**src/hw/rtl/single_wire_humidity_sensor_receiver_macros.svh**
```systemverilog
// ----------------------------------------------------------------------------
// Assertion macros for the single-wire humidity sensor receiver
// Shared shorthand for the concurrent checks. Every user has clk and rst_n.
// ----------------------------------------------------------------------------
`ifndef SINGLE_WIRE_HUMIDITY_SENSOR_RECEIVER_MACROS_SVH
`define SINGLE_WIRE_HUMIDITY_SENSOR_RECEIVER_MACROS_SVH

// Same-cycle implication, disabled during reset
`define SHWR_ASSERT_IMP(lbl, ante, cons, msg) \
  lbl: assert property (@(posedge clk) disable iff (!rst_n) (ante) |-> (cons)) \
    else $error(msg);

// Next-cycle implication, disabled during reset
`define SHWR_ASSERT_NXT(lbl, ante, cons, msg) \
  lbl: assert property (@(posedge clk) disable iff (!rst_n) (ante) |=> (cons)) \
    else $error(msg);

`endif

```
**src/hw/rtl/shwr_pkg.sv**
```systemverilog
// ----------------------------------------------------------------------------
// shwr_pkg
// Types, codes and helper functions shared by the sensor receiver modules.
// ----------------------------------------------------------------------------
`default_nettype none

package shwr_pkg;

  // Field and register widths
  localparam int TIMEOUT_W     = 23;
  localparam int STATUS_W      = 2;
  localparam int VALUE_W       = 17;
  localparam int CFG_IDX_W     = 2;
  localparam int CFG_DATA_W    = 23;
  localparam int FRAME_BITS    = 40;
  localparam int BIT_IDX_W     = 6;
  localparam int QUEUE_DEPTH   = 4;
  localparam int COUNTER_WIDTH_DEF = 24;

  // Register reset values
  localparam logic [TIMEOUT_W-1:0] TIMEOUT_RST = 23'd16000;

  // Configuration register indexes
  localparam logic [CFG_IDX_W-1:0] CFG_TIMEOUT   = 2'd0;
  localparam logic [CFG_IDX_W-1:0] CFG_MODE      = 2'd1;
  localparam logic [CFG_IDX_W-1:0] CFG_READ_TEMP = 2'd2;

  // Result status codes
  localparam logic [STATUS_W-1:0] ST_OK       = 2'd0;
  localparam logic [STATUS_W-1:0] ST_PRE_TO   = 2'd1;
  localparam logic [STATUS_W-1:0] ST_BIT_TO   = 2'd2;
  localparam logic [STATUS_W-1:0] ST_CSUM_ERR = 2'd3;

  // Event kinds passed from the line timer to the result stage
  localparam logic [1:0] EV_PRE_TO = 2'd1;
  localparam logic [1:0] EV_BIT_TO = 2'd2;
  localparam logic [1:0] EV_FRAME  = 2'd3;

  typedef struct packed {
    logic [1:0]            kind;
    logic [FRAME_BITS-1:0] frame;
  } evt_t;

  // Byte-sum check: the low byte of the sum of bytes 0..3 equals byte 4
  function automatic logic csum_ok(input logic [FRAME_BITS-1:0] frame);
    logic [7:0] sum;
    sum = frame[39:32] + frame[31:24] + frame[23:16] + frame[15:8];
    return sum == frame[7:0];
  endfunction

  // Selected quantity in tenths from the five frame bytes
  function automatic logic signed [VALUE_W-1:0] dht_value(
    input logic [FRAME_BITS-1:0] bytes,
    input logic                  mode,
    input logic                  temp_sel
  );
    logic [7:0]         b0;
    logic [7:0]         b1;
    logic [7:0]         b2;
    logic [7:0]         b3;
    logic [7:0]         sel;
    logic [VALUE_W-1:0] mag;
    logic [VALUE_W-1:0] res;
    b0  = bytes[39:32];
    b1  = bytes[31:24];
    b2  = bytes[23:16];
    b3  = bytes[15:8];
    sel = temp_sel ? b2 : b0;
    mag = VALUE_W'({b2[6:0], b3});
    if (!mode) begin
      // whole units times ten as x*8 + x*2
      res = VALUE_W'({sel, 3'b000}) + VALUE_W'({sel, 1'b0});
    end else if (!temp_sel) begin
      res = VALUE_W'({b0, b1});
    end else begin
      res = b2[7] ? (~mag + VALUE_W'(1)) : mag;
    end
    return res;
  endfunction

endpackage

`default_nettype wire

```
**src/hw/rtl/shwr_front.sv**
```systemverilog
// ----------------------------------------------------------------------------
// shwr_front
// Line timer: measures preamble and bit runs per sample, emits read events.
// ----------------------------------------------------------------------------
`default_nettype none

module shwr_front #(
  parameter int COUNTER_WIDTH = shwr_pkg::COUNTER_WIDTH_DEF
) (
  input  wire logic                           clk,
  input  wire logic                           rst_n,
  input  wire logic                           accept,
  input  wire logic                           operation,
  input  wire logic                           line_level,
  input  wire logic [shwr_pkg::TIMEOUT_W-1:0] timeout_ticks,
  output logic                                ev_push,
  output shwr_pkg::evt_t                      ev
);

  `include "single_wire_humidity_sensor_receiver_macros.svh"

  localparam int CMP_W = (COUNTER_WIDTH > shwr_pkg::TIMEOUT_W) ?
                         COUNTER_WIDTH : shwr_pkg::TIMEOUT_W;
  localparam int FB    = shwr_pkg::FRAME_BITS;
  localparam int BW    = shwr_pkg::BIT_IDX_W;

  // Read phases
  localparam logic [2:0] PH_IDLE      = 3'd0;
  localparam logic [2:0] PH_PRE_LOW   = 3'd1;
  localparam logic [2:0] PH_PRE_HIGH  = 3'd2;
  localparam logic [2:0] PH_DATA_LOW  = 3'd3;
  localparam logic [2:0] PH_DATA_HIGH = 3'd4;

  localparam logic [COUNTER_WIDTH-1:0] RUN_ONE = COUNTER_WIDTH'(1);

  logic [2:0]               phase_r,     phase_nxt;
  logic [COUNTER_WIDTH-1:0] run_r,       run_nxt;
  logic [COUNTER_WIDTH-1:0] low_run_r,   low_run_nxt;
  logic [BW-1:0]            bit_idx_r,   bit_idx_nxt;
  logic [FB-1:0]            frame_r,     frame_nxt;
  logic [COUNTER_WIDTH-1:0] run_up;
  logic                     chk_bit;
  logic                     over;

  // Saturating run counter increment
  assign run_up = (&run_r) ? run_r : run_r + RUN_ONE;

  // Next-state and event logic
  always_comb begin
    phase_nxt   = phase_r;
    run_nxt     = run_r;
    low_run_nxt = low_run_r;
    bit_idx_nxt = bit_idx_r;
    frame_nxt   = frame_r;
    ev_push     = 1'b0;
    ev.kind     = shwr_pkg::EV_BIT_TO;
    chk_bit     = 1'b0;
    over        = 1'b0;
    if (accept) begin
      if (operation) begin
        phase_nxt   = PH_PRE_LOW;
        run_nxt     = '0;
        low_run_nxt = '0;
        bit_idx_nxt = '0;
        frame_nxt   = '0;
      end else begin
        unique case (phase_r)
          PH_PRE_LOW: begin
            if (line_level) begin
              phase_nxt = PH_PRE_HIGH;
              run_nxt   = RUN_ONE;
            end else begin
              run_nxt = run_up;
            end
            over = CMP_W'(run_nxt) > CMP_W'(timeout_ticks);
            if (over) begin
              ev_push   = 1'b1;
              ev.kind   = shwr_pkg::EV_PRE_TO;
              phase_nxt = PH_IDLE;
            end
          end
          PH_PRE_HIGH: begin
            if (line_level) begin
              run_nxt = run_up;
              over    = CMP_W'(run_nxt) > CMP_W'(timeout_ticks);
              if (over) begin
                ev_push   = 1'b1;
                ev.kind   = shwr_pkg::EV_PRE_TO;
                phase_nxt = PH_IDLE;
              end
            end else begin
              phase_nxt = PH_DATA_LOW;
              run_nxt   = RUN_ONE;
              chk_bit   = 1'b1;
            end
          end
          PH_DATA_LOW: begin
            if (line_level) begin
              low_run_nxt = run_r;
              phase_nxt   = PH_DATA_HIGH;
              run_nxt     = RUN_ONE;
            end else begin
              run_nxt = run_up;
            end
            chk_bit = 1'b1;
          end
          PH_DATA_HIGH: begin
            if (line_level) begin
              run_nxt = run_up;
              chk_bit = 1'b1;
            end else begin
              // bit is 1 when the high run is at least the low run
              frame_nxt   = {frame_r[FB-2:0], (run_r >= low_run_r)};
              bit_idx_nxt = bit_idx_r + BW'(1);
              if (bit_idx_nxt >= BW'(FB)) begin
                ev_push   = 1'b1;
                ev.kind   = shwr_pkg::EV_FRAME;
                phase_nxt = PH_IDLE;
              end else begin
                phase_nxt = PH_DATA_LOW;
                run_nxt   = RUN_ONE;
                chk_bit   = 1'b1;
              end
            end
          end
          default: begin
            // idle: samples are ignored
          end
        endcase
        // any over-long run inside the data part aborts the read
        if (chk_bit && (CMP_W'(run_nxt) > CMP_W'(timeout_ticks))) begin
          ev_push   = 1'b1;
          ev.kind   = shwr_pkg::EV_BIT_TO;
          phase_nxt = PH_IDLE;
        end
      end
    end
    ev.frame = frame_nxt;
  end

  // State registers
  always_ff @(posedge clk) begin
    if (!rst_n) begin
      phase_r   <= PH_IDLE;
      run_r     <= '0;
      low_run_r <= '0;
      bit_idx_r <= '0;
      frame_r   <= '0;
    end else begin
      phase_r   <= phase_nxt;
      run_r     <= run_nxt;
      low_run_r <= low_run_nxt;
      bit_idx_r <= bit_idx_nxt;
      frame_r   <= frame_nxt;
    end
  end

  `SHWR_ASSERT_IMP(a_ev_ends_read, ev_push, phase_nxt == PH_IDLE, "event left read active")
  `SHWR_ASSERT_IMP(a_bit_idx_bound, 1'b1, bit_idx_r <= BW'(FB), "bit index past frame")

endmodule

`default_nettype wire

```
**src/hw/rtl/shwr_queue.sv**
```systemverilog
// ----------------------------------------------------------------------------
// shwr_queue
// Small event queue between the line timer and the result stage.
// ----------------------------------------------------------------------------
`default_nettype none

module shwr_queue (
  input  wire logic            clk,
  input  wire logic            rst_n,
  input  wire logic            push,
  input  wire shwr_pkg::evt_t  push_data,
  input  wire logic            pop,
  output shwr_pkg::evt_t       head,
  output logic                 empty,
  output logic                 full
);

  `include "single_wire_humidity_sensor_receiver_macros.svh"

  localparam int DEPTH = shwr_pkg::QUEUE_DEPTH;
  localparam int PTR_W = (DEPTH > 1) ? $clog2(DEPTH) : 1;
  localparam int CNT_W = $clog2(DEPTH + 1);

  shwr_pkg::evt_t   data_r [DEPTH];
  logic [PTR_W-1:0] wr_ptr_r;
  logic [PTR_W-1:0] rd_ptr_r;
  logic [CNT_W-1:0] cnt_r;
  logic             do_push;
  logic             do_pop;

  assign empty   = cnt_r == '0;
  assign full    = cnt_r == CNT_W'(DEPTH);
  assign do_push = push && !full;
  assign do_pop  = pop && !empty;
  assign head    = data_r[rd_ptr_r];

  // Entry storage
  always_ff @(posedge clk) begin
    if (do_push) begin
      data_r[wr_ptr_r] <= push_data;
    end
  end

  // Pointers and fill count
  always_ff @(posedge clk) begin
    if (!rst_n) begin
      wr_ptr_r <= '0;
      rd_ptr_r <= '0;
      cnt_r    <= '0;
    end else begin
      if (do_push) begin
        wr_ptr_r <= (wr_ptr_r == PTR_W'(DEPTH - 1)) ? '0 : wr_ptr_r + PTR_W'(1);
      end
      if (do_pop) begin
        rd_ptr_r <= (rd_ptr_r == PTR_W'(DEPTH - 1)) ? '0 : rd_ptr_r + PTR_W'(1);
      end
      if (do_push && !do_pop) begin
        cnt_r <= cnt_r + CNT_W'(1);
      end else if (do_pop && !do_push) begin
        cnt_r <= cnt_r - CNT_W'(1);
      end
    end
  end

  `SHWR_ASSERT_IMP(a_cnt_bound, 1'b1, cnt_r <= CNT_W'(DEPTH), "queue count overflow")

endmodule

`default_nettype wire

```
**src/hw/rtl/shwr_back.sv**
```systemverilog
// ----------------------------------------------------------------------------
// shwr_back
// Result stage: checksum, stored reading, value formatting, output register.
// ----------------------------------------------------------------------------
`default_nettype none

module shwr_back (
  input  wire logic                                 clk,
  input  wire logic                                 rst_n,
  input  wire logic                                 sensor_mode,
  input  wire logic                                 read_temperature,
  input  wire shwr_pkg::evt_t                       head,
  input  wire logic                                 empty,
  output logic                                      pop,
  output logic                                      out_valid,
  input  wire logic                                 out_stall,
  output logic                                      out_reading_ok,
  output logic        [shwr_pkg::STATUS_W-1:0]      out_status,
  output logic signed [shwr_pkg::VALUE_W-1:0]       out_value_tenths
);

  `include "single_wire_humidity_sensor_receiver_macros.svh"

  localparam int FB = shwr_pkg::FRAME_BITS;
  localparam int VW = shwr_pkg::VALUE_W;

  logic                   out_valid_r;
  logic                   ok_r,     ok_nxt;
  logic [shwr_pkg::STATUS_W-1:0] status_r, status_nxt;
  logic signed [VW-1:0]   value_r,  value_nxt;
  logic                   last_ok_r, last_ok_nxt;
  logic [FB-1:0]          stored_r, stored_nxt;
  logic                   take;

  // Output register frees when empty or when its transfer completes
  assign take = !out_valid_r || !out_stall;
  assign pop  = take && !empty;

  // Turn one event into one result
  always_comb begin
    ok_nxt      = 1'b0;
    status_nxt  = shwr_pkg::ST_OK;
    value_nxt   = '0;
    last_ok_nxt = last_ok_r;
    stored_nxt  = stored_r;
    unique case (head.kind)
      shwr_pkg::EV_PRE_TO: begin
        // stale reading, validity kept
        ok_nxt     = last_ok_r;
        status_nxt = shwr_pkg::ST_PRE_TO;
        value_nxt  = last_ok_r ?
                     shwr_pkg::dht_value(stored_r, sensor_mode, read_temperature) : '0;
      end
      shwr_pkg::EV_BIT_TO: begin
        status_nxt  = shwr_pkg::ST_BIT_TO;
        last_ok_nxt = 1'b0;
      end
      shwr_pkg::EV_FRAME: begin
        if (shwr_pkg::csum_ok(head.frame)) begin
          ok_nxt      = 1'b1;
          status_nxt  = shwr_pkg::ST_OK;
          value_nxt   = shwr_pkg::dht_value(head.frame, sensor_mode, read_temperature);
          last_ok_nxt = 1'b1;
          stored_nxt  = head.frame;
        end else begin
          status_nxt  = shwr_pkg::ST_CSUM_ERR;
          last_ok_nxt = 1'b0;
        end
      end
      default: begin
        // unused kind code
      end
    endcase
  end

  // Reading state
  always_ff @(posedge clk) begin
    if (!rst_n) begin
      last_ok_r <= 1'b0;
    end else if (pop) begin
      last_ok_r <= last_ok_nxt;
    end
  end

  always_ff @(posedge clk) begin
    if (!rst_n) begin
      stored_r <= '0;
    end else if (pop) begin
      stored_r <= stored_nxt;
    end
  end

  // Output register
  always_ff @(posedge clk) begin
    if (!rst_n) begin
      out_valid_r <= 1'b0;
    end else if (take) begin
      out_valid_r <= !empty;
    end
  end

  always_ff @(posedge clk) begin
    if (pop) begin
      ok_r     <= ok_nxt;
      status_r <= status_nxt;
      value_r  <= value_nxt;
    end
  end

  assign out_valid        = out_valid_r;
  assign out_reading_ok   = ok_r;
  assign out_status       = status_r;
  assign out_value_tenths = value_r;

  `SHWR_ASSERT_NXT(a_ok_only_by_frame, pop && (head.kind != shwr_pkg::EV_FRAME), !$rose(last_ok_r), "reading became valid without a frame")
  `SHWR_ASSERT_IMP(a_ok_status, out_valid_r && (status_r == shwr_pkg::ST_OK), ok_r, "ok status without valid reading")

endmodule

`default_nettype wire

```
**src/hw/rtl/single_wire_humidity_sensor_receiver.sv**
```systemverilog
// Result path: the sample transfer that ends a read writes an event into the
// event queue, and the result register loads from the queue head once it is free.
// Throughput: 1 item per cycle; the input stalls only when the 4-entry event
// queue is full, which takes a held output stall.
// Reset: synchronous, active low; returns to idle with no valid reading and
// the register defaults (timeout 16000, DHT11, humidity).
// ----------------------------------------------------------------------------
// single_wire_humidity_sensor_receiver
// Single-wire humidity/temperature sensor receiver: line timer, event queue,
// result stage and configuration registers.
// ----------------------------------------------------------------------------
`default_nettype none

module single_wire_humidity_sensor_receiver #(
  parameter int COUNTER_WIDTH = shwr_pkg::COUNTER_WIDTH_DEF
) (
  input  wire logic                                 clk,
  input  wire logic                                 rst_n,
  // configuration write port
  input  wire logic                                 cfg_we,
  input  wire logic        [shwr_pkg::CFG_IDX_W-1:0]  cfg_index,
  input  wire logic        [shwr_pkg::CFG_DATA_W-1:0] cfg_data,
  // sample channel
  input  wire logic                                 in_valid,
  output logic                                      in_stall,
  input  wire logic                                 in_operation,
  input  wire logic                                 in_line_level,
  // result channel
  output logic                                      out_valid,
  input  wire logic                                 out_stall,
  output logic                                      out_reading_ok,
  output logic        [shwr_pkg::STATUS_W-1:0]      out_status,
  output logic signed [shwr_pkg::VALUE_W-1:0]       out_value_tenths
);

  logic [shwr_pkg::TIMEOUT_W-1:0] timeout_r;
  logic                           mode_r;
  logic                           temp_sel_r;
  logic                           in_accept;
  logic                           ev_push;
  shwr_pkg::evt_t                 ev;
  shwr_pkg::evt_t                 head;
  logic                           q_empty;
  logic                           q_full;
  logic                           q_pop;

  // Configuration registers
  always_ff @(posedge clk) begin
    if (!rst_n) begin
      timeout_r  <= shwr_pkg::TIMEOUT_RST;
      mode_r     <= 1'b0;
      temp_sel_r <= 1'b0;
    end else if (cfg_we) begin
      unique case (cfg_index)
        shwr_pkg::CFG_TIMEOUT:   timeout_r  <= cfg_data[shwr_pkg::TIMEOUT_W-1:0];
        shwr_pkg::CFG_MODE:      mode_r     <= cfg_data[0];
        shwr_pkg::CFG_READ_TEMP: temp_sel_r <= cfg_data[0];
        default: begin
          // no register at this index
        end
      endcase
    end
  end

  // Input transfer
  assign in_stall  = q_full;
  assign in_accept = in_valid && !q_full;

  shwr_front #(
    .COUNTER_WIDTH (COUNTER_WIDTH)
  ) u_front (
    .clk           (clk),
    .rst_n         (rst_n),
    .accept        (in_accept),
    .operation     (in_operation),
    .line_level    (in_line_level),
    .timeout_ticks (timeout_r),
    .ev_push       (ev_push),
    .ev            (ev)
  );

  shwr_queue u_queue (
    .clk       (clk),
    .rst_n     (rst_n),
    .push      (ev_push),
    .push_data (ev),
    .pop       (q_pop),
    .head      (head),
    .empty     (q_empty),
    .full      (q_full)
  );

  shwr_back u_back (
    .clk              (clk),
    .rst_n            (rst_n),
    .sensor_mode      (mode_r),
    .read_temperature (temp_sel_r),
    .head             (head),
    .empty            (q_empty),
    .pop              (q_pop),
    .out_valid        (out_valid),
    .out_stall        (out_stall),
    .out_reading_ok   (out_reading_ok),
    .out_status       (out_status),
    .out_value_tenths (out_value_tenths)
  );

endmodule

`default_nettype wire

```
**config.mk**
```make
export PLATFORM = sky130hd
export DESIGN_NAME = single_wire_humidity_sensor_receiver
export DESIGN_NICKNAME = d
export VERILOG_FILES = /design/src/hw/rtl/shwr_pkg.sv /design/src/hw/rtl/shwr_front.sv /design/src/hw/rtl/shwr_queue.sv /design/src/hw/rtl/shwr_back.sv /design/src/hw/rtl/single_wire_humidity_sensor_receiver.sv
export VERILOG_INCLUDE_DIRS = /design/src /design/src/hw/rtl
export SDC_FILE = /design/constraint.sdc
export NUM_CORES = 1
export LEC_CHECK = 0
export ABC_CLOCK_PERIOD_IN_PS = 4850
export BUFFER_PORTS_ARGS = -buffer_cell sky130_fd_sc_hd__buf_2
export CORE_ASPECT_RATIO = 0.75
export CORE_MARGIN = 5
export CORE_UTILIZATION = 45
export CTS_CLUSTER_SIZE = 20
export DETAILED_ROUTE_END_ITERATION = 10
export PLACE_DENSITY = 0.61
export SLEW_MARGIN = 30
export SYNTH_ARGS = -nofsm -noshare
export SYNTH_HDL_FRONTEND = slang
export SYNTH_SLANG_ARGS = --single-unit
```
**constraint.sdc**
```tcl
create_clock -name clk -period 4.85 [get_ports clk]
set_input_delay 0.485 -clock clk [delete_from_list [all_inputs] [get_ports clk]]
set_output_delay 0.485 -clock clk [all_outputs]
set_load 0.01 [all_outputs]
```
==> results of run 1 <==
-- placed cells by master, fill, tap and decap left out, drive strengths merged, types with 46 or more instances in the layout --
cell type  synthesis  final
edfxtp           188    188
dfxtp            165    165
nor2             141    141
clkbuf            84     46
nand2            238    238
a22oi             87     87
buf               29    223
and2              60     60
o21ai            116    116
inv               96     97
a21oi             95     95
ha               123    123
mux2i             50     50
-- worst max-delay path by stage --
| stage | from | end | slack, ns |
|---|---|---|---|
| 2_1_floorplan | u_front.run_r[16]$_SDFFE_PN0P_ | u_queue.cnt_r[2]$_SDFFE_PN0P_ | 0.02 |
| 3_3_place_gp | flip-flop | u_back.stored_r[20]$_SDFFE_PN0P_ | -0.11 |
| 6_report | u_front.run_r[6]$_SDFFE_PN0P_ | u_queue.cnt_r[2]$_SDFFE_PN0P_ | 0.09 |
| 3_5_place_dp | flip-flop | u_back.stored_r[22]$_SDFFE_PN0P_ | -0.19 |
| 4_1_cts | u_front.run_r[15]$_SDFFE_PN0P_ | u_queue.cnt_r[2]$_SDFFE_PN0P_ | 0.004 |
| 5_1_grt | u_front.run_r[17]$_SDFFE_PN0P_ | u_queue.cnt_r[2]$_SDFFE_PN0P_ | -0.17 |
-- area by class of cell --
type | count | area (µm²)
Clock buffer | 45 | 976
Tap cell | 569 | 712
Multi-Input combinational cell | 1330 | 9850
Timing Repair Buffer | 224 | 1710
Fill cell | 3693 | 19500
Clock inverter | 22 | 259
Inverter | 97 | 364
Sequential cell | 353 | 8970
-- repair_timing --
action,CTS,global route
endpoints found under the setup margin,44,213
cloned,0,1
pin swaps,11,25
resized for setup,14,44
setup buffers,9,11
hold buffers,0,0
-- sequential cells by signal, summed over array words and instances, names as in the netlist, 6 cells and up, named ones only --
signal,count
u_queue.data_r,168
u_back.out_value_tenths,17
u_front.low_run_r,24
u_front.bit_idx_r,6
u_back.stored_r,32
u_front.frame_r,40
timeout_r,23
u_front.run_r,24
-- worst min-delay path: cells and delay by family --
| kind | cells | cell delay, ns |
|---|---|---|
| and+or+nand+nor | 1 | 0.04 |
| AOI/OAI and AO/OA | 1 | 0.07 |
| buffers and inverters | 1 | 0.08 |
-- cells by family (layout without fill, tap and decap cells) --
logic type	after synthesis	in the layout
AND/OR/NAND/NOR	579	579
AO/OA/AOI/OAI	434	434
flip-flops	353	353
buffers and inverters	210	388
adder cells (fa/ha/maj)	140	140
multiplexers	105	105
XOR/XNOR	72	72
-- power breakdown --
part           switching (mW)  internal [mW]  leakage (nW)
Sequential             0.0653           3.28          3.45
Clock                    1.21           1.67         0.608
Combinational           0.852          0.557          5.10
-- metal layers --
layer	wire [µm]	share of wire, %	global-route usage, %	up-vias
met5	13	0.025	0	-
met4	812	1.5	4.07	2
met3	3930	7.5	4.18	59
met2	21200	40	30.3	479
met1	26600	51	34.5	7345
li1	-	-	-	7133
-- metrics by stage --
| step | util, % | TNS [ns] |
|---|---|---|
| final | 53.9 | 0 |
| after global routing | 53.9 | -0.264 |
| after CTS | 53.3 | 0 |
| after detailed placement | 50.1 | -5.77 |
| after global placement | 50.0 | -3.21 |
| after floorplan | - | 0 |
==> run summary, run 1 <==
The post-route DRC violation count is 0. The floorplan die height came out at 190 µm. Once routing completed, OpenROAD measured the worst setup slack at 0.0900 ns.

In this run the clock root is driven by a clkbuf_16. edfxtp_1 takes more of the synthesized area than any other cell. The hold violation total from the final report is 0. After clock tree synthesis, the clock-pin slew on the worst setup and hold paths is 0.07 ns. The number of max-slew violations in the final report is 0.

By instance count, the cell type seen most on the critical path is nor2_1. The core area came out at 42400 µm². For this design the ratio of total power to cell area is 334 nW/µm². The final critical-path required period came out at 4.76 ns. The via count of the first global-routing pass came out at 14243. The highest fanout seen on the critical path came out at 4.

The first global-routing pass estimated 81200 µm of wire. Among cell families on the critical path, the largest total delay comes from simple AND/OR/NAND/NOR gates. Counting flops with a built-in enable in the synthesized netlist gives 188. The total inserted antenna cells is 0. The number of nets with antenna violations after routing came out at 0.

In this run the critical register-to-register path is launched from u_front.run_r[6]$_SDFFE_PN0P_. The I/O pin count is 54. The maximum clock skew at final layout is 0.0305 ns. Max-cap violations in this run came to 0. The area fraction of the dominant cell type after synthesis came out at 29.1%. The critical path is of the reg -> reg type. The largest stage delay on the critical path is 0.39 ns.

The clock latency of the later-clocked register in the worst-skew pair is 0.56 ns. The layout overhead on the synthesized area is 17.7%. The slack of the worst reg-to-reg path came out at 0.09 ns. The clock passes through at most 3 buffers. The synthesized netlist devotes 3.25% of its cell area to XOR and XNOR gates. The synthesized design contains 353 register bits. The path class of the tightest hold or removal check is in -> reg. By area the synthesized netlist is led by edfxtp_1, dfxtp_1, ha_1. TritonCTS built the clock tree. The number of H-tree levels is 2. The count of synthesis-stage warnings from yosys is 0. The cell count along the critical path is 22. The cell area after layout came out at 22800 µm². At the placement stage, the worst setup path has a slack of -0.193 ns. The detailed router finished its first iteration with 1444 violations.

Measured against its own limit, the worst slew margin works out to 38.4%. Of the total synthesized cell area, the portion taken by full adders, half adders and majority gates is 9.68%. By area, the combinational part of the netlist is dominated by compound AO/OA/AOI/OAI gates. Counting flops with an async set or reset pin after synthesis yields a share of 0%.

The global placement routability congestion came out at 0.919. The largest vdd supply drop is 0.301 mV. The die footprint came out at 47400 µm². Setup repair after global routing could not meet its margin everywhere. The critical path goes through nand4_1 > or3_4 > buf_6 > nor2_1 > nor2_1 > and3_1 > xnor2_2 > o21ai_0 > ha_1 > nand4_1 > or2_2 > nor2_1 > a211oi_2 > or3_4 > a21oi_2 > o31a_1 > ha_4 > inv_2 > fa_2 > xor2_1 > or3_1 > a21oi_2. The completed layout was analyzed and its total power is 7.63 mW. The maximum number of pins on one net before global-route repair came out at 72.

The count of vias placed by the detailed router came out at 15018. Clock tree synthesis inserted a total of 37 buffers. The total wire length after detailed routing came out at 52500 µm. The start point of the worst hold path is cfg_data[11]. The portion of netlist area occupied by mux cells came out at 8.21%.

The buffers plus inverters on the worst setup path is 2. The post-synth design cell area is 19400 µm². Before antenna repair, the detailed router went through 5 iterations. For hold timing, the worst endpoint is timeout_r[11]$_SDFFE_PN1P_. A synthesized cell averages 10.3 µm². The critical path required time came out at 5.33 ns. Cells with a size suffix above 1 make up 20.2% of the layout. The post-synthesis simple-gate area fraction came out at 13.8%. Including well taps, the total number of placed cells is 2552.

The slowest library cell on the worst path is or3_4. Hold timing on the final database bottoms out at a slack of 0.165 ns. The final critical-path share of the clock period is 98.1%. The count of cells in the finished layout, fillers not included, comes to 2640. Buffers placed on the I/O ports in this run total 53. The most frequent cell after synthesis is nand2_1. The dominant synthesized flop cell is edfxtp_1. STA classifies the critical path startpoint as a flip-flop. The via-per-instance ratio came out at 5.69.

For this run, the total global-route usage over all layers was measured as 21.5%. The width of the die is 250 µm. The number of nets in the synthesized netlist came out at 2065.

At the pin with the least slew margin, the transition time is 0.924 ns. The post-detailed-placement cell area is 21200 µm². The number of cells on the worst reg-to-reg path came out at 22.

The starting utilization of the core area is 45.8%. The initialized floorplan defines 65 standard-cell rows. The flow ran to the end, and the final reports show no timing, DRC or antenna violations.

The achievable frequency is 0.210 GHz. The remaining global-route overflow is 0. After synthesis, the most frequently instantiated cells are nand2_1, edfxtp_1, dfxtp_1.

The worst hold path was traced through 3 stages. The capturing point of the worst reg2reg path is u_queue.cnt_r[2]$_SDFFE_PN0P_. The initial antenna violation count came out at 1.

The cell count after synthesis came out at 1893. The average wire per cell in the routed design came out at 19.9 µm. The leakage power total is 9.15 nW. The share of the synthesized area in compound gates (AO/OA/AOI/OAI) came out at 14.6%. The half-perimeter wire length after detailed placement is 37700 µm.

Setup violations remaining at the end of the flow were counted as 0. Synthesis instantiated 80 different standard cells from the library. The register area share after synthesis came out at 46.1%. The worst setup path is captured at a flip-flop. The arrival time of data at the critical path endpoint is 5.24 ns. The clock drives 353 sinks.

The final layout net count came out at 2215.
Power figures use the tool's default switching activity.
==> run 2, diff against run 1 <==
Settings changed: CORE_MARGIN 5 to 4, SYNTH_HIERARCHICAL from default to 1.
==> run 2 against run 1 <==
Compared with the run above: the run now ends with setup timing left; global-route usage grew 1.6 points; register-to-register slack got worse by 0.46 ns; synthesized cell count shrank 3.4%; die area is 1.0% lower; count of clock-buffer cells in the layout is 12 higher; sequential power fell by 6.0%; critical endpoint is now u_queue/data_r[2][39]$_DFFE_PP_; largest power group unchanged.
==> run summary, run 2 <==
The smallest hold slack came to 0.182 ns (+0.0163 ns). The final reports fail on setup timing. By count the netlist is led by nand2_1, edfxtp_1, dfxtp_1.

The number of cells on the worst hold path is 3 (unchanged). The leakage power total is 9.55 nW (+4.4%). In this run the critical register-to-register path is captured at u_queue/data_r[2][39]$_DFFE_PP_. The via count of the first global-routing pass is 14398 (+1.1%). The width of the die came to 249 µm (-0.39%).

For this run, the leading register cell type out of synthesis is edfxtp_1. TritonCTS built the clock tree. The I/O pin count came out at 54 (unchanged). The core area came out at 42500 µm² (+0.38%). The final critical-path share of the clock period is 108% (+9.5 points).

The remaining global-route overflow is 0 (unchanged). The final layout net count came out at 2246 (+1.4%). The global placement routability congestion is 0.940 (+2.3%). The achievable frequency came to 0.192 GHz (-8.8%).

The clock latency of the later-clocked register in the worst-skew pair is 0.56 ns (about the same). The total design power came to 6.29 mW (-18%). The largest registers in the layout are u_queue/data_r (168), u_front/frame_r (40), u_back/stored_r (32). The total global-route track usage is 23.1% (+1.6 points).

The root buffer cell chosen for the clock tree is clkbuf_16. The cell total after placement was 2538 (-0.55%). The final cell count without fillers is 2673 (+1.3%).

The layout overhead on the synthesized area is 24.2%. The flip-flop count of the largest register after layout is 168 (unchanged). The total power density per cell area is 259 nW/µm² (-23%). The cell count after synthesis came out at 1828 (-3.4%).

The classification of the worst setup path is reg -> reg. The total wire length after detailed routing is 56400 µm (+7.5%). The startpoint type of the worst setup path is a flip-flop. The worst max-slew margin expressed relative to the limit is 36.5% (-1.9 points).

The buffers plus inverters on the worst setup path came out at 7 (+5). The tightest min-delay check is of the in -> reg type. The total clock sinks is 353 (unchanged). The TritonCTS buffer count is 38 (+2.7%).

The register area share after synthesis is 45.7% (-0.39 points). The hold-critical path endpoint is timeout_r[5]$_SDFFE_PN0P_. The average wire per cell in the routed design came out at 21.1 µm (+6.2%). The run finished, with violations left. The count of vias placed by the detailed router came out at 15233 (+1.4%). The DRC marker count from the first detailed-route iteration came to 1449 (+0.35%). The number of max-slew violations in the final report came out at 0 (unchanged). The pre-CTS setup slack came to -0.630 ns (-0.437 ns). The number of nets with antenna violations after routing came out at 0 (unchanged). The row count was 65 (unchanged).

The area fraction of the dominant cell type after synthesis came out at 28.8% (-0.25 points). The total area of sequential cells came out at 8970 µm² (about the same). The floorplan die height is 189 µm (-0.65%). The initial antenna violation count came out at 0 (-1). In this design, the largest share of critical-path delay is due to simple AND/OR/NAND/NOR gates. The number of H-tree levels is 2 (unchanged).

The critical path required time came out at 5.16 ns (-0.17 ns). The maximum clock skew at final layout came out at 0.0198 ns (-0.0107 ns). The via-per-instance ratio was 5.70 (+0.18%).

The starting utilization of the core area is 46.0% (+0.21 points). The most frequent standard cell in the layout excluding fill and tap cells is buf_4. The die footprint is 46900 µm² (-1.0%). The detailed-router iteration count before antenna repair is 6 (+1). The post-synth design cell area is 19600 µm² (+0.85%).

The count of flip-flops with a built-in enable after synthesis came out at 188 (unchanged). The endpoint type of the worst setup path is a flip-flop. The slew at the pin closest to its max-slew limit is 0.950 ns (+0.0259 ns). The half-perimeter wire length after detailed placement is 39100 µm (+3.7%). The start point of the worst hold path is cfg_data[5]. Yosys attributes the largest share of cell area to edfxtp_1, dfxtp_1, ha_1. The number of nets in the synthesized netlist was 2000 (-3.1%).

The total inserted antenna cells is 0 (unchanged). The register with the most flip-flops is u_queue/data_r. The first-pass GRT wire length is 85500 µm (+5.3%). In this design, the critical path's most frequently occurring cell is buf_4. The arrival time of data at the critical path endpoint came out at 5.53 ns (+0.29 ns).

The number of different library cells in the post-synthesis netlist is 90 (+13%). The largest stage delay on the critical path is 0.52 ns (+0.13 ns). The largest vdd supply drop came out at 0.230 mV (-24%). The hold violation total from the final report was 0 (unchanged). For this design, the slowest cell found on the critical path is or4_4. The count of maximum capacitance violations is 0 (unchanged). The area of the multi-input gates came out at 10200 µm² (+4.0%). The register bit total from synthesis came out at 353 (unchanged). The biggest area contributor in the post-synthesis netlist is edfxtp_1. The post-route DRC violation count came out at 0 (unchanged). The number of buffers on the longest clock path was 3 (unchanged).

The number of cells on the worst reg-to-reg path is 22 (unchanged). The number of fill cells in the layout is 3539 (-4.2%). The final worst-path setup slack came out at -0.370 ns (-0.460 ns). The synthesized area divided by synthesized cell count is 10.7 µm² (+4.4%).

The count of port buffers added during placement is 53 (unchanged). The maximum number of pins on one net before global-route repair came out at 144 (+100%). The share of synthesized flip-flops with an asynchronous set or reset is 0% (unchanged). Setup repair after global routing could not meet its margin everywhere.

The setup violation total in the final timing report was 203 (+203). The CTS clock-pin slew for the worst setup and hold paths came out at 0.06 ns (about the same). The utilization of the core after routing came out at 57.2% (+3.3 points). The count of synthesis-stage warnings from yosys is 6 (+6). The library cells used most frequently in the layout, excluding fill and tap cells, are buf_4, nand2_1, edfxtp_1, dfxtp_1, ha_1. The highest fanout seen on the critical path came out at 10 (+6). The critical path goes through nand3_4 > or4_4 > or2_1 > or3_4 > nand4_1 > xor2_2 > buf_4 > inv_2 > ha_4 > nand4_1 > buf_4 > or4_4 > nor4b_4 > or3_4 > o21bai_4 > o21a_1 > nor2b_4 > buf_4 > buf_6 > and2_4 > buf_6 > buf_16.

The slack of the worst reg-to-reg path was -0.37 ns (-0.46 ns). The most frequent cell after synthesis is nand2_1. The final critical-path required period came out at 5.22 ns (+0.460 ns). The share of final-layout standard cells stronger than drive strength 1 is 25.7% (+5.5 points). The worst register-to-register path begins at u_front/run_r[17]$_SDFFE_PN0P_.
==> run 2: worst register-to-register path, stage by stage, from the launching register on <==
cell and delay [ns]:
dfxtp_2 0.35, nand3_4 0.07, or4_4 0.49, or2_1 0.24, or3_4 0.43, nand4_1 0.16
xor2_2 0.18, buf_4 0.14, inv_2 0.04, ha_4 0.25, nand4_1 0.11, buf_4 0.16
or4_4 0.52, nor4b_4 0.15, or3_4 0.38, o21bai_4 0.18, o21a_1 0.18, nor2b_4 0.14
buf_4 0.15, buf_6 0.12, and2_4 0.23, buf_6 0.16, buf_16 0.15
==> run 2: how the worst max path moves through the flow <==
| stage | start | slack [ns] | cells past startpoint | end |
|---|---|---|---|---|
| 2_1_floorplan | u_front/run_r[15]$_SDFFE_PN0P_ | -0.15 | 25 | u_queue/cnt_r[2]$_SDFFE_PN0P_ |
| 4_1_cts | u_front/run_r[17]$_SDFFE_PN0P_ | -0.34 | 24 | u_queue/cnt_r[2]$_SDFFE_PN0P_ |
| 3_5_place_dp | u_front/run_r[17]$_SDFFE_PN0P_ | -0.63 | 24 | u_queue/cnt_r[2]$_SDFFE_PN0P_ |
| 3_3_place_gp | u_front/run_r[17]$_SDFFE_PN0P_ | -0.45 | 24 | u_queue/cnt_r[2]$_SDFFE_PN0P_ |
| 6_report | u_front/run_r[17]$_SDFFE_PN0P_ | -0.37 | 22 | u_queue/data_r[2][39]$_DFFE_PP_ |
| 5_1_grt | u_front/run_r[16]$_SDFFE_PN0P_ | -0.50 | 24 | u_queue/data_r[2][39]$_DFFE_PP_ |
==> run 2: metal layers <==
layer | vias up | wire length, µm | track usage [%]
li1 | 7161 | - | -
met1 | 7464 | 27900 | 37.2
met2 | 558 | 22800 | 31.6
met3 | 50 | 5040 | 5.27
met4 | 0 | 701 | 4.42
met5 | - | 0 | 0
==> run 2: logic make-up (layout without fill, tap and decap cells) <==
logic type	count (synthesis)	after routing	synth area share [%]
flip-flops	353	353	45.7
XOR/XNOR	74	74	3.45
multiplexers	117	117	8.78
AND/OR/NAND/NOR	539	539	14.1
AO/OA/AOI/OAI	395	395	13.6
buffers and inverters	210	486	4.80
adder cells (fa/ha/maj)	140	140	9.60
==> run 2: timing repair <==
item,in CTS,in global routing
setup buffers,30,19
resized for setup,58,60
hold buffers,0,0
cloned,9,12
pin swaps,29,40
endpoints found under the setup margin,207,218
==> run 2: per-stage QoR <==
| stage | cell area [µm²] | TNS [ns] |
|---|---|---|
| 2_1_floorplan | 19700 | -1.04 |
| 3_5_place_dp | 21700 | -70.38 |
| 4_1_cts | 23700 | -27.84 |
| 3_3_place_gp | 21700 | -43.73 |
| 6_report | 24300 | -45.14 |
| 5_1_grt | 24300 | -71.61 |
==> run 2: area by class of cell <==
class                           instances  share of cell area, %
Clock buffer                           57                   4.56
Tap cell                              569                   2.93
Timing Repair Buffer                  309                   11.3
Clock inverter                         13                  0.473
Multi-Input combinational cell       1265                   42.1
Sequential cell                       353                   36.9
Inverter                              107                   1.65
==> run 2: where the power goes <==
group          internal [mW]  switching, mW
sequential              3.12         0.0119
clock                   1.61           1.23
combinational          0.123          0.197
total                   4.85           1.43
